File: config.mk
export PLATFORM = sky130hd
export DESIGN_NAME = bgp_message_deframer_core
export DESIGN_NICKNAME = d
export VERILOG_FILES = /design/src/design/bmd_pkg.sv /design/src/design/bmd_hdr_buf.sv /design/src/design/bgp_message_deframer_core.sv
export SDC_FILE = /design/constraint.sdc
export NUM_CORES = 1
export LEC_CHECK = 0
export BUFFER_PORTS_ARGS = -buffer_cell sky130_fd_sc_hd__clkbuf_2
export CAP_MARGIN = 30
export CORE_ASPECT_RATIO = 1.2
export CORE_MARGIN = 5
export CORE_UTILIZATION = 40
export DETAILED_ROUTE_END_ITERATION = 6
export GPL_TIMING_DRIVEN = 0
export PLACE_DENSITY = 0.55
export SLEW_MARGIN = 20
export SYNTH_ARGS = -nofsm -noshare
export SYNTH_HDL_FRONTEND = slang
export SYNTH_HIERARCHICAL = 1
export SYNTH_SLANG_ARGS = --single-unit
export TNS_END_PERCENT = 30
File: constraint.sdc
create_clock -name clk_i -period 4.78 [get_ports clk_i]
set_input_delay 0.956 -clock clk_i [delete_from_list [all_inputs] [get_ports clk_i]]
set_output_delay 0.956 -clock clk_i [all_outputs]
set_load 0.1 [all_outputs]
File: src/design/bmd_pkg.sv
package bmd_pkg;

  localparam int unsigned HeaderBytes = 19;
  localparam int unsigned MarkerBytes = 16;
  localparam int unsigned HdrIdxW     = $clog2(HeaderBytes);
  localparam int unsigned LenW        = 16;
  localparam int unsigned ByteW       = 8;
  localparam int unsigned OutDataW    = 32;

  localparam logic [ByteW-1:0]   MarkerFill = 8'hff;
  localparam logic [HdrIdxW-1:0] LastIdx    = HdrIdxW'(HeaderBytes - 1);
  localparam logic [HdrIdxW-1:0] LenHiIdx   = HdrIdxW'(MarkerBytes);
  localparam logic [HdrIdxW-1:0] LenLoIdx   = HdrIdxW'(MarkerBytes + 1);
  localparam logic [LenW-1:0]    HeaderLen  = LenW'(HeaderBytes);

  localparam logic [LenW-1:0] MinLenReset = 16'd19;
  localparam logic [LenW-1:0] MaxLenReset = 16'd4096;

  typedef enum logic {
    CFG_MIN_LEN = 1'b0,
    CFG_MAX_LEN = 1'b1
  } cfg_idx_e;

  typedef enum logic [1:0] {
    ST_HUNT,
    ST_RELEASE,
    ST_BODY
  } state_e;

  typedef enum logic {
    KIND_BYTE  = 1'b0,
    KIND_ERROR = 1'b1
  } kind_e;

  // header byte coming back from the header ram
  typedef struct packed {
    logic               vld;
    logic [HdrIdxW-1:0] idx;
    logic [ByteW-1:0]   data;
  } hdr_rd_t;

endpackage

File: src/design/bmd_hdr_buf.sv
module bmd_hdr_buf (
  input  logic                         clk_i,
  input  logic                         rst_ni,
  input  logic                         wr_en_i,
  input  logic [bmd_pkg::HdrIdxW-1:0]  wr_addr_i,
  input  logic [bmd_pkg::ByteW-1:0]    wr_data_i,
  input  logic                         start_i,
  input  logic                         take_i,
  output bmd_pkg::hdr_rd_t             rd_o
);

  logic [bmd_pkg::ByteW-1:0]   mem_q [bmd_pkg::HeaderBytes];
  logic [bmd_pkg::HdrIdxW-1:0] iss_q, iss_d;
  logic                        active_q, active_d;
  logic                        vld_q, vld_d;
  logic [bmd_pkg::HdrIdxW-1:0] idx_q;
  logic [bmd_pkg::ByteW-1:0]   data_q;
  logic                        rd_en;

  assign rd_en = active_q && (!vld_q || take_i);

  always_comb begin
    iss_d    = iss_q;
    active_d = active_q;
    vld_d    = vld_q;
    if (start_i) begin
      iss_d    = '0;
      active_d = 1'b1;
    end else if (rd_en) begin
      iss_d = iss_q + 1'b1;
      vld_d = 1'b1;
      if (iss_q == bmd_pkg::LastIdx) begin
        active_d = 1'b0;
      end
    end else if (take_i) begin
      vld_d = 1'b0;
    end
  end

  always_ff @(posedge clk_i or negedge rst_ni) begin
    if (!rst_ni) begin
      iss_q    <= '0;
      active_q <= 1'b0;
      vld_q    <= 1'b0;
    end else begin
      iss_q    <= iss_d;
      active_q <= active_d;
      vld_q    <= vld_d;
    end
  end

  always_ff @(posedge clk_i) begin
    if (wr_en_i) begin
      mem_q[wr_addr_i] <= wr_data_i;
    end
  end

  always_ff @(posedge clk_i) begin
    if (rd_en) begin
      data_q <= mem_q[iss_q];
      idx_q  <= iss_q;
    end
  end

  assign rd_o.vld  = vld_q;
  assign rd_o.idx  = idx_q;
  assign rd_o.data = data_q;

endmodule

File: src/design/bgp_message_deframer_core.sv
// channel   dir  tdata (low bit up)                                  tuser  tlast
// s_axis    in   data_byte[7:0]                                      -      -
// m_axis    out  out_byte[7:0] first[8] end[9] msg_length[25:10]    kind   last_of_run
// cfg       in   cfg_idx_i 0 min_length, 1 max_length; cfg_data_i 16 bits, no read-back
//
// header bytes and body bytes are taken one per cycle while m_axis_tready does not stall them
// the 19th header byte, if the header passes, releases 19 transfers from the header ram:
//   read through the ram's output register, then one per cycle while not stalled; input is held off meanwhile
// a failed header gives one error transfer in the cycle after the 19th byte
// async active-low reset; length limits reset to 19 and 4096, the header ram needs no clearing
// an output register parts the sides; m_axis_tready low stalls release, body bytes and the 19th header byte
module bgp_message_deframer_core (
  input  logic                            clk_i,
  input  logic                            rst_ni,
  input  logic                            s_axis_tvalid,
  output logic                            s_axis_tready,
  input  logic [7:0]                      s_axis_tdata,   // data_byte
  output logic                            m_axis_tvalid,
  input  logic                            m_axis_tready,
  output logic [bmd_pkg::OutDataW-1:0]    m_axis_tdata,   // out_byte, first, end, msg_length
  output logic                            m_axis_tuser,   // kind
  output logic                            m_axis_tlast,   // last_of_run
  input  logic                            cfg_we_i,
  input  logic                            cfg_idx_i,
  input  logic [bmd_pkg::LenW-1:0]        cfg_data_i
);

  bmd_pkg::state_e               state_q, state_d;
  logic [bmd_pkg::LenW-1:0]      pos_q, pos_d;
  logic [bmd_pkg::LenW-1:0]      len_q, len_d;
  logic                          mark_ok_q, mark_ok_d;
  logic [bmd_pkg::LenW-1:0]      min_q, max_q;

  logic                          out_vld_q, out_vld_d;
  logic                          out_kind_q, out_kind_d;
  logic [bmd_pkg::ByteW-1:0]     out_byte_q, out_byte_d;
  logic                          out_first_q, out_first_d;
  logic                          out_end_q, out_end_d;
  logic [bmd_pkg::LenW-1:0]      out_len_q, out_len_d;
  logic                          out_last_q, out_last_d;
  logic                          load;

  logic                          free;
  logic                          in_fire;
  logic [bmd_pkg::HdrIdxW-1:0]   hunt_idx;
  logic                          hdr_bad;
  logic                          body_end;
  logic                          buf_wr;
  logic                          buf_start;
  logic                          buf_take;
  bmd_pkg::hdr_rd_t              rd;

  assign free     = !out_vld_q || m_axis_tready;
  assign hunt_idx = pos_q[bmd_pkg::HdrIdxW-1:0];

  always_comb begin
    s_axis_tready = 1'b0;
    case (state_q)
      bmd_pkg::ST_HUNT: s_axis_tready = (hunt_idx != bmd_pkg::LastIdx) || free;
      bmd_pkg::ST_BODY: s_axis_tready = free;
      default:          s_axis_tready = 1'b0;
    endcase
  end

  assign in_fire  = s_axis_tvalid && s_axis_tready;
  assign hdr_bad  = !mark_ok_q || (len_q < bmd_pkg::HeaderLen) ||
                    (len_q < min_q) || (len_q > max_q);
  assign body_end = ({1'b0, pos_q} + 17'd1) >= {1'b0, len_q};
  assign buf_take = (state_q == bmd_pkg::ST_RELEASE) && free;

  always_comb begin
    state_d     = state_q;
    pos_d       = pos_q;
    len_d       = len_q;
    mark_ok_d   = mark_ok_q;
    buf_wr      = 1'b0;
    buf_start   = 1'b0;
    load        = 1'b0;
    out_kind_d  = bmd_pkg::KIND_BYTE;
    out_byte_d  = out_byte_q;
    out_first_d = 1'b0;
    out_end_d   = 1'b0;
    out_len_d   = len_q;
    out_last_d  = 1'b1;
    case (state_q)
      bmd_pkg::ST_HUNT: begin
        if (in_fire) begin
          buf_wr = 1'b1;
          pos_d  = pos_q + 1'b1;
          if (hunt_idx == '0) begin
            mark_ok_d = (s_axis_tdata == bmd_pkg::MarkerFill);
          end else if (hunt_idx < bmd_pkg::LenHiIdx) begin
            mark_ok_d = mark_ok_q && (s_axis_tdata == bmd_pkg::MarkerFill);
          end
          if (hunt_idx == bmd_pkg::LenHiIdx) begin
            len_d = {s_axis_tdata, len_q[7:0]};
          end
          if (hunt_idx == bmd_pkg::LenLoIdx) begin
            len_d = {len_q[15:8], s_axis_tdata};
          end
          if (hunt_idx == bmd_pkg::LastIdx) begin
            pos_d = '0;
            if (hdr_bad) begin
              load       = 1'b1;
              out_kind_d = bmd_pkg::KIND_ERROR;
              out_byte_d = '0;
            end else begin
              buf_start = 1'b1;
              state_d   = bmd_pkg::ST_RELEASE;
            end
          end
        end
      end
      bmd_pkg::ST_RELEASE: begin
        if (rd.vld && free) begin
          load        = 1'b1;
          out_byte_d  = rd.data;
          out_first_d = (rd.idx == '0);
          out_last_d  = (rd.idx == bmd_pkg::LastIdx);
          out_end_d   = (rd.idx == bmd_pkg::LastIdx) && (len_q == bmd_pkg::HeaderLen);
          if (rd.idx == bmd_pkg::LastIdx) begin
            if (len_q == bmd_pkg::HeaderLen) begin
              state_d = bmd_pkg::ST_HUNT;
              pos_d   = '0;
            end else begin
              state_d = bmd_pkg::ST_BODY;
              pos_d   = bmd_pkg::HeaderLen;
            end
          end
        end
      end
      bmd_pkg::ST_BODY: begin
        if (in_fire) begin
          load       = 1'b1;
          out_byte_d = s_axis_tdata;
          out_end_d  = body_end;
          if (body_end) begin
            state_d = bmd_pkg::ST_HUNT;
            pos_d   = '0;
          end else begin
            pos_d = pos_q + 1'b1;
          end
        end
      end
      default: begin
        state_d = bmd_pkg::ST_HUNT;
        pos_d   = '0;
      end
    endcase
  end

  assign out_vld_d = load ? 1'b1 : (m_axis_tready ? 1'b0 : out_vld_q);

  always_ff @(posedge clk_i or negedge rst_ni) begin
    if (!rst_ni) begin
      state_q   <= bmd_pkg::ST_HUNT;
      pos_q     <= '0;
      len_q     <= '0;
      mark_ok_q <= 1'b0;
      out_vld_q <= 1'b0;
    end else begin
      state_q   <= state_d;
      pos_q     <= pos_d;
      len_q     <= len_d;
      mark_ok_q <= mark_ok_d;
      out_vld_q <= out_vld_d;
    end
  end

  always_ff @(posedge clk_i) begin
    if (load) begin
      out_kind_q  <= out_kind_d;
      out_byte_q  <= out_byte_d;
      out_first_q <= out_first_d;
      out_end_q   <= out_end_d;
      out_len_q   <= out_len_d;
      out_last_q  <= out_last_d;
    end
  end

  always_ff @(posedge clk_i or negedge rst_ni) begin
    if (!rst_ni) begin
      min_q <= bmd_pkg::MinLenReset;
      max_q <= bmd_pkg::MaxLenReset;
    end else if (cfg_we_i) begin
      case (bmd_pkg::cfg_idx_e'(cfg_idx_i))
        bmd_pkg::CFG_MIN_LEN: min_q <= cfg_data_i;
        bmd_pkg::CFG_MAX_LEN: max_q <= cfg_data_i;
        default: ;
      endcase
    end
  end

  bmd_hdr_buf u_hdr_buf (
    .clk_i     (clk_i),
    .rst_ni    (rst_ni),
    .wr_en_i   (buf_wr),
    .wr_addr_i (hunt_idx),
    .wr_data_i (s_axis_tdata),
    .start_i   (buf_start),
    .take_i    (buf_take),
    .rd_o      (rd)
  );

  assign m_axis_tvalid = out_vld_q;
  assign m_axis_tuser  = out_kind_q;
  assign m_axis_tlast  = out_last_q;
  assign m_axis_tdata  = {6'd0, out_len_q, out_end_q, out_first_q, out_byte_q};

endmodule

* Word level (Yosys, flattened, before mapping)
Memory sizes are Yosys's and may differ from the RTL's. A register that Yosys moved wholly into a read port is not among the register bits.
Index checks and enable logic that the tools add are counted.
** Storage, ports and cells
- Latch bits :: 0
- RAM bits :: 152
- Input port bits :: 30
- ROM bits :: 0
- Register bits after elaboration :: 108
- Output and inout port bits :: 36
- Memories kept :: 1
** Cells by class
- Bitwise operators :: 3
- $add $sub $neg :: 3
- Order comparisons :: 5
- Multiplexer cells :: 52
- Div/mod/pow operators :: 0
- Multipliers :: 0
- Shifts and indexed selects :: 0
- Eq/ne operators :: 18
- Reductions and logical operators :: 35
** Memory list
- u_hdr_buf.mem_q :: words 19, width 8, rd ports 1, clocked after Yosys merged registers in 1, write ports 1, line bmd_hdr_buf.sv:12 : logic [bmd_pkg::ByteW-1:0] mem_q [bmd_pkg::HeaderBytes];
** Operators by type and width (count)
- $mux W16 :: 6
- $mux W8 :: 6
- $pmux W16 S3 :: 1
- $eq A5 B5 Y1 const B :: 5
- $pmux W8 S3 :: 1
- $mux W1 :: 23
- $add A16 B1 Y17 const B :: 1
- $ge A17 B16 Y1 :: 1
- $add A16 B1 Y16 const B :: 1
- $eq A16 B5 Y1 const B :: 1
- $gt A16 B16 Y1 :: 1
- $lt A16 B16 Y1 :: 1
- $lt A16 B5 Y1 const B :: 1
- $mux W2 :: 8
- $mux W5 :: 3
- $reduce_and A7 Y1 :: 2
- $ne A2 B2 Y1 const B :: 6
- $logic_not A5 Y1 :: 2
- $reduce_and A2 Y1 :: 5
- $reduce_bool A2 Y1 :: 5
- $eq A8 B8 Y1 const B :: 1
- $reduce_and A4 Y1 :: 2
- $logic_and A1 B1 Y1 :: 6
- $logic_or A1 B1 Y1 :: 6
- other kinds (14) :: 21

* Logic depth before layout (Yosys ltp)
- Word-level depth :: 10
- Mapped depth :: 16
- Depth with buffers taken out :: 14

* Hierarchy
Netlist, hierarchy kept.
** By module, submodules not included
- bmd_hdr_buf :: area each 6764.0 um^2, cells an instance 338, times used 1
- bgp_message_deframer_core :: area each 5606.6 um^2, cells an instance 538, times used 1

* Worst setup path after synthesis
Ideal clock, no wire load.
- Kind :: reg2reg
- Start point :: reg pos_q[0] (netlist name)
- End point :: reg out_byte_q[0] (netlist name) (enable)
- Setup slack :: 0.777 ns
- Library setup time :: 0.333 ns
- Period minus slack after synthesis :: 4.003 ns
- Arrival time :: 3.670 ns
- Cell stages (with the launch flop) :: 9
- Cell sequence :: dfrtp_1 > inv_1 > ha_1 > and4bb_2 > nand2_1 > a22o_1 > nand3_1 > a31oi_1 > and3b_1
** On the way
- Longest elaborated chain between the ends :: 7
- Elaborated cells between the ends (all ways) :: 13
** Ends and longest elaborated chain
- start: declaration :: line bgp_message_deframer_core.sv:29 : logic [bmd_pkg::LenW-1:0] pos_q, pos_d;
- start signal: assignment :: line bgp_message_deframer_core.sv:163 : pos_q <= pos_d;
- $ne A5 B5 Y1 * :: line bgp_message_deframer_core.sv:59 : bmd_pkg::ST_HUNT: s_axis_tready = (hunt_idx != bmd_pkg::LastIdx) || free;
- $logic_or A1 B1 Y1 * :: line bgp_message_deframer_core.sv:59
- $pmux W1 S2 * :: line bgp_message_deframer_core.sv:58 : case (state_q)
- named net s_axis_tready :: line bgp_message_deframer_core.sv:16 : output logic s_axis_tready,
- $logic_and A1 B1 Y1 * :: line bgp_message_deframer_core.sv:65 : assign in_fire = s_axis_tvalid && s_axis_tready;
- $mux W1, on equally long branches :: line bgp_message_deframer_core.sv:133, bgp_message_deframer_core.sv:87
- $pmux W1 S3 * :: line bgp_message_deframer_core.sv:85 : case (state_q)
- named net load :: line bgp_message_deframer_core.sv:41 : logic load;
- $reduce_and A7 Y1 (no source line) *
- end signal: assignment :: line bgp_message_deframer_core.sv:173 : out_byte_q <= out_byte_d;
- end: declaration :: line bgp_message_deframer_core.sv:36 : logic [bmd_pkg::ByteW-1:0] out_byte_q, out_byte_d;
The timed path passes the listed nets; every way through them passes the cells marked *.
A chain may end at the register's enable or synchronous reset.

* Worst setup path in the final report
- Start point :: reg pos_q[3] (netlist name)
- End point :: reg pos_q[6] (netlist name)
** On the way
- Longest elaborated chain between the ends :: 6
- Elaborated cells between the ends (all ways) :: 16
** Ends and longest elaborated chain
- branches (longest 6 deep; another with $add A16 B1 Y17)
Parallel ways; which one is timed is not known. The select of a mux whose other input is x is not followed.

==> impl_metrics.yaml <==
layout:
  stdcell_area_um2: 14200
  fin_cells: 1390
  area_delta_synth_final_pct: 14.5
  layout-drive-gt1-share: 0.202
  n_antenna_cell: 0
  fin_nets: 1059
  nFillCells: 2774
yosys:
  ys_types: 74
  netlist.area_leader.share: 0.468
  syn_area_per_cell_um2: 14.1
  synth-xor-area-share: 0.0127
  synth_seq_cells: 268
  yosysMostFrequentCell: "edfxtp_1"
  netlist_instances: 876
  ys_seq_area_frac: 0.621
  synthMuxAreaShare: 0.101
  synth_area_leader_cell: "edfxtp_1"
  yosys-top-cells-count: "193 x edfxtp_1, 71 x dfrtp_1, 61 x inv_1, 61 x nand2_1, 57 x ha_1"
  synth_edf_count: 193
  synth_warnings: 6
  synth_area_um2: 12400
  yosys.area_share.adder: 0.0577
  async_reset_ff_frac: 0.280
  ys.flop_type: "edfxtp_1"
  synth_compound_area_frac: 0.0799
  synth_area_leaders: "edfxtp_1 47%, dfrtp_1 14%, ha_1 5.8%, mux4_1 4.2%, mux2_2 2.3%"
  synth_top_family_by_area: "multiplexers"
  synthSimpleGateAreaFrac: 0.0891
die:
  dieArea_um2: 34600
  die_y_um: 203
  io_pins: 66
  core-area_um2: 30500
  die_x_um: 171
  rows: 70
  initial_utilization: 0.406
pwr:
  p_leak_nw: 5.55
  ir_worst_vdd_v: 0.000263
  power.density_nw_per_um2: 376
  total_power_w: 0.00533
drt:
  wl_per_cell_um: 19.6
  drc: 0
  drt_iter0_drc: 491
  drt-pass1-iter-count: 4
  viasPerCell: 5.27
  vias: 7323
  wl_mm: 27.3
  drtAntennaViolNets: 0
timing:
  skew_ns: 0.0167
  tns_ns: 0
  final_hold_viol_count: 0
  max-slew-margin-rel: 0.398
  min_period_over_period: 0.829
  period_needed_ns: 3.96
  finalMaxSlewViolations: 0
  whs_ns: 0.409
  rsz0062_at_grt: "false"
  fmax_mhz: 252
  tightest_slew_ns: 0.899
  setup_violations: 0
placed_design:
  routabilityCongestion: 0.796
  dp_cells: 1338
  place_hpwl_mm: 19.2
  io_buffers: 59
  placed_area_um2: 13300
critical_path:
  arrival_ns: 4.43
  cp_max_fo: 12
  crit_type: "flip-flop to flip-flop"
  path_buf_inv: 1
  worst_path_most_repeated_cell: "and3_1"
  startpoint_type: "flip-flop"
  end_kind: "flip-flop"
  crit_slowest_cell: "dfrtp_1"
  cp.required_ns: 5.25
  critical_path.top_delay_family: "simple AND/OR/NAND/NOR gates"
  critPathMaxStageDelay_ns: 0.57
  path_cells: "and3_1 -> nand3_2 -> nor2_1 -> and3_1 -> buf_2 -> nand3_1 -> xnor2_1 -> ha_1 -> a21oi_1 -> a21boi_0 -> nor4b_4 -> o2111ai_4 -> a21o_2 -> or4_1 -> o21ai_1"
clock_network:
  htree_num_levels: 1
  cts_made_buffers: 28
  clk_latency_ns: 0.54
  cts_sinks: 268
  cts_buffer_depth: 3
  clk_pin_slew_ns: 0.07
  cts_setup_buffers: 0
  post_cts_resized: 0
  ctsHoldBuffers: 0
  cts_tree: "done"
  cts_root_buf: "clkbuf_16"
global_routing:
  grt_pass1_wl_mm: 43.1
  grt_max_degree: 46
  antenna_found_initial: 0
  grt_pass1_vias: 7704
  grt_overflow: 0
  grt_usage: 0.160
status:
  outcome: "complete, no violations"
flow_run:
  maxCapViolCount: 0
hold_path:
  hold_class: "input pin to async pin"
==> per-layer routing <==
metal  vias to the layer above  share of wire  global-route usage
li1                       3474              -                   -
met1                      3673           0.43               0.205
met2                       133           0.52               0.286
met3                        43          0.033              0.0193
met4                         0          0.023              0.0402
met5                         -              0                   0
==> state kept, by name (all words and copies together) (netlist names) <==
name,cells
out_byte_q,8
u_hdr_buf/iss_q,5
m_axis_tlast,1
u_hdr_buf/vld_q,1
out_end_q,1
max_q,16
pos_q,16
out_first_q,1
out_len_q,16
mark_ok_q,1
min_q,16
m_axis_tuser,1
state_q,2
u_hdr_buf/mem_q,152
m_axis_tvalid,1
u_hdr_buf/active_q,1
u_hdr_buf/data_q,8
len_q,16
u_hdr_buf/idx_q,5
==> report_power, final <==
part           internal [W]  leakage, nW  switching, W
registers           0.00256         2.64     0.0000604
clock network       0.00129        0.449      0.000867
logic              0.000193         2.47      0.000363
==> cells by family (layout without fill, tap and decap cells) <==
group / Yosys count / in the layout
buffers and inverters: 101 / 214
other: 1 / 6
XOR/XNOR: 18 / 18
multiplexers: 74 / 74
flip-flops: 268 / 268
AO/OA/AOI/OAI: 146 / 146
adder cells (fa/ha/maj): 57 / 57
AND/OR/NAND/NOR: 211 / 211
==> cell usage in the layout, fill, tap and decap left out, types with 4 or more instances in the layout <==
| master | Yosys | final |
|---|---|---|
| a22oi_1 | 8 | 8 |
| edfxtp_1 | 193 | 193 |
| clkbuf_1 | 10 | 18 |
| a21oi_1 | 19 | 19 |
| clkbuf_16 | 0 | 29 |
| buf_2 | 12 | 12 |
| mux4_2 | 12 | 12 |
| ha_1 | 57 | 57 |
| a21boi_0 | 5 | 5 |
| mux2i_1 | 17 | 17 |
| nand3_1 | 25 | 25 |
| and3_1 | 4 | 4 |
| nand4_1 | 13 | 13 |
| nor3_1 | 8 | 8 |
| xor2_1 | 8 | 8 |
| nor2b_1 | 13 | 13 |
| dfstp_2 | 4 | 4 |
| clkbuf_2 | 0 | 58 |
| dfrtp_1 | 71 | 71 |
| mux4_1 | 20 | 20 |
| and2_1 | 6 | 6 |
| o21ai_0 | 46 | 46 |
| nand2b_1 | 5 | 5 |
| nand2_1 | 61 | 61 |
| a22o_1 | 6 | 6 |
| a21o_1 | 12 | 12 |
| conb_1 | 1 | 6 |
| xnor2_1 | 10 | 10 |
| mux2_2 | 25 | 25 |
| o22ai_1 | 10 | 10 |
| nor4_1 | 4 | 4 |
| buf_4 | 11 | 11 |
| buf_6 | 6 | 6 |
| inv_1 | 61 | 61 |
| or2_2 | 4 | 4 |
| a211oi_1 | 10 | 10 |
| nor2_1 | 44 | 44 |
| clkinv_2 | 0 | 6 |
==> through the flow <==
stage           util  worst slack [ns]
2_1_floorplan      -             0.777
3_3_place_gp   0.432            -0.303
3_5_place_dp   0.435             0.866
4_1_cts        0.465             0.831
5_1_grt        0.465             0.589
6_report       0.465             0.819
==> layout make-up <==
class | instances | area (µm²) | area share
flip-flops and latches | 268 | 7680 | 0.542
multi-input cells | 512 | 4250 | 0.300
clock buffers | 38 | 769 | 0.0543
well taps | 396 | 495 | 0.0350
repair buffers | 61 | 353 | 0.0249
plain buffers | 39 | 248 | 0.0175
inverters | 62 | 233 | 0.0164
clock inverters | 14 | 148 | 0.0104
==> final timing paths <==
kind | from | endpoint | slack, ns | cells after the start
max | pos_q[3] | pos_q[6] | 0.82 | 15
max reg2reg | pos_q[3] | pos_q[6] | 0.82 | 15
min reg2reg | u_hdr_buf/iss_q[4] | u_hdr_buf/idx_q[4] | 0.49 | 0
min in group clk_i | u_hdr_buf/iss_q[4] | u_hdr_buf/idx_q[4] | 0.49 | 0
max in group asynchronous | rst_ni | min_q[1] | 3.71 | 2
min | rst_ni | len_q[8] | 0.41 | 1
Power figures use the tool's default switching activity.
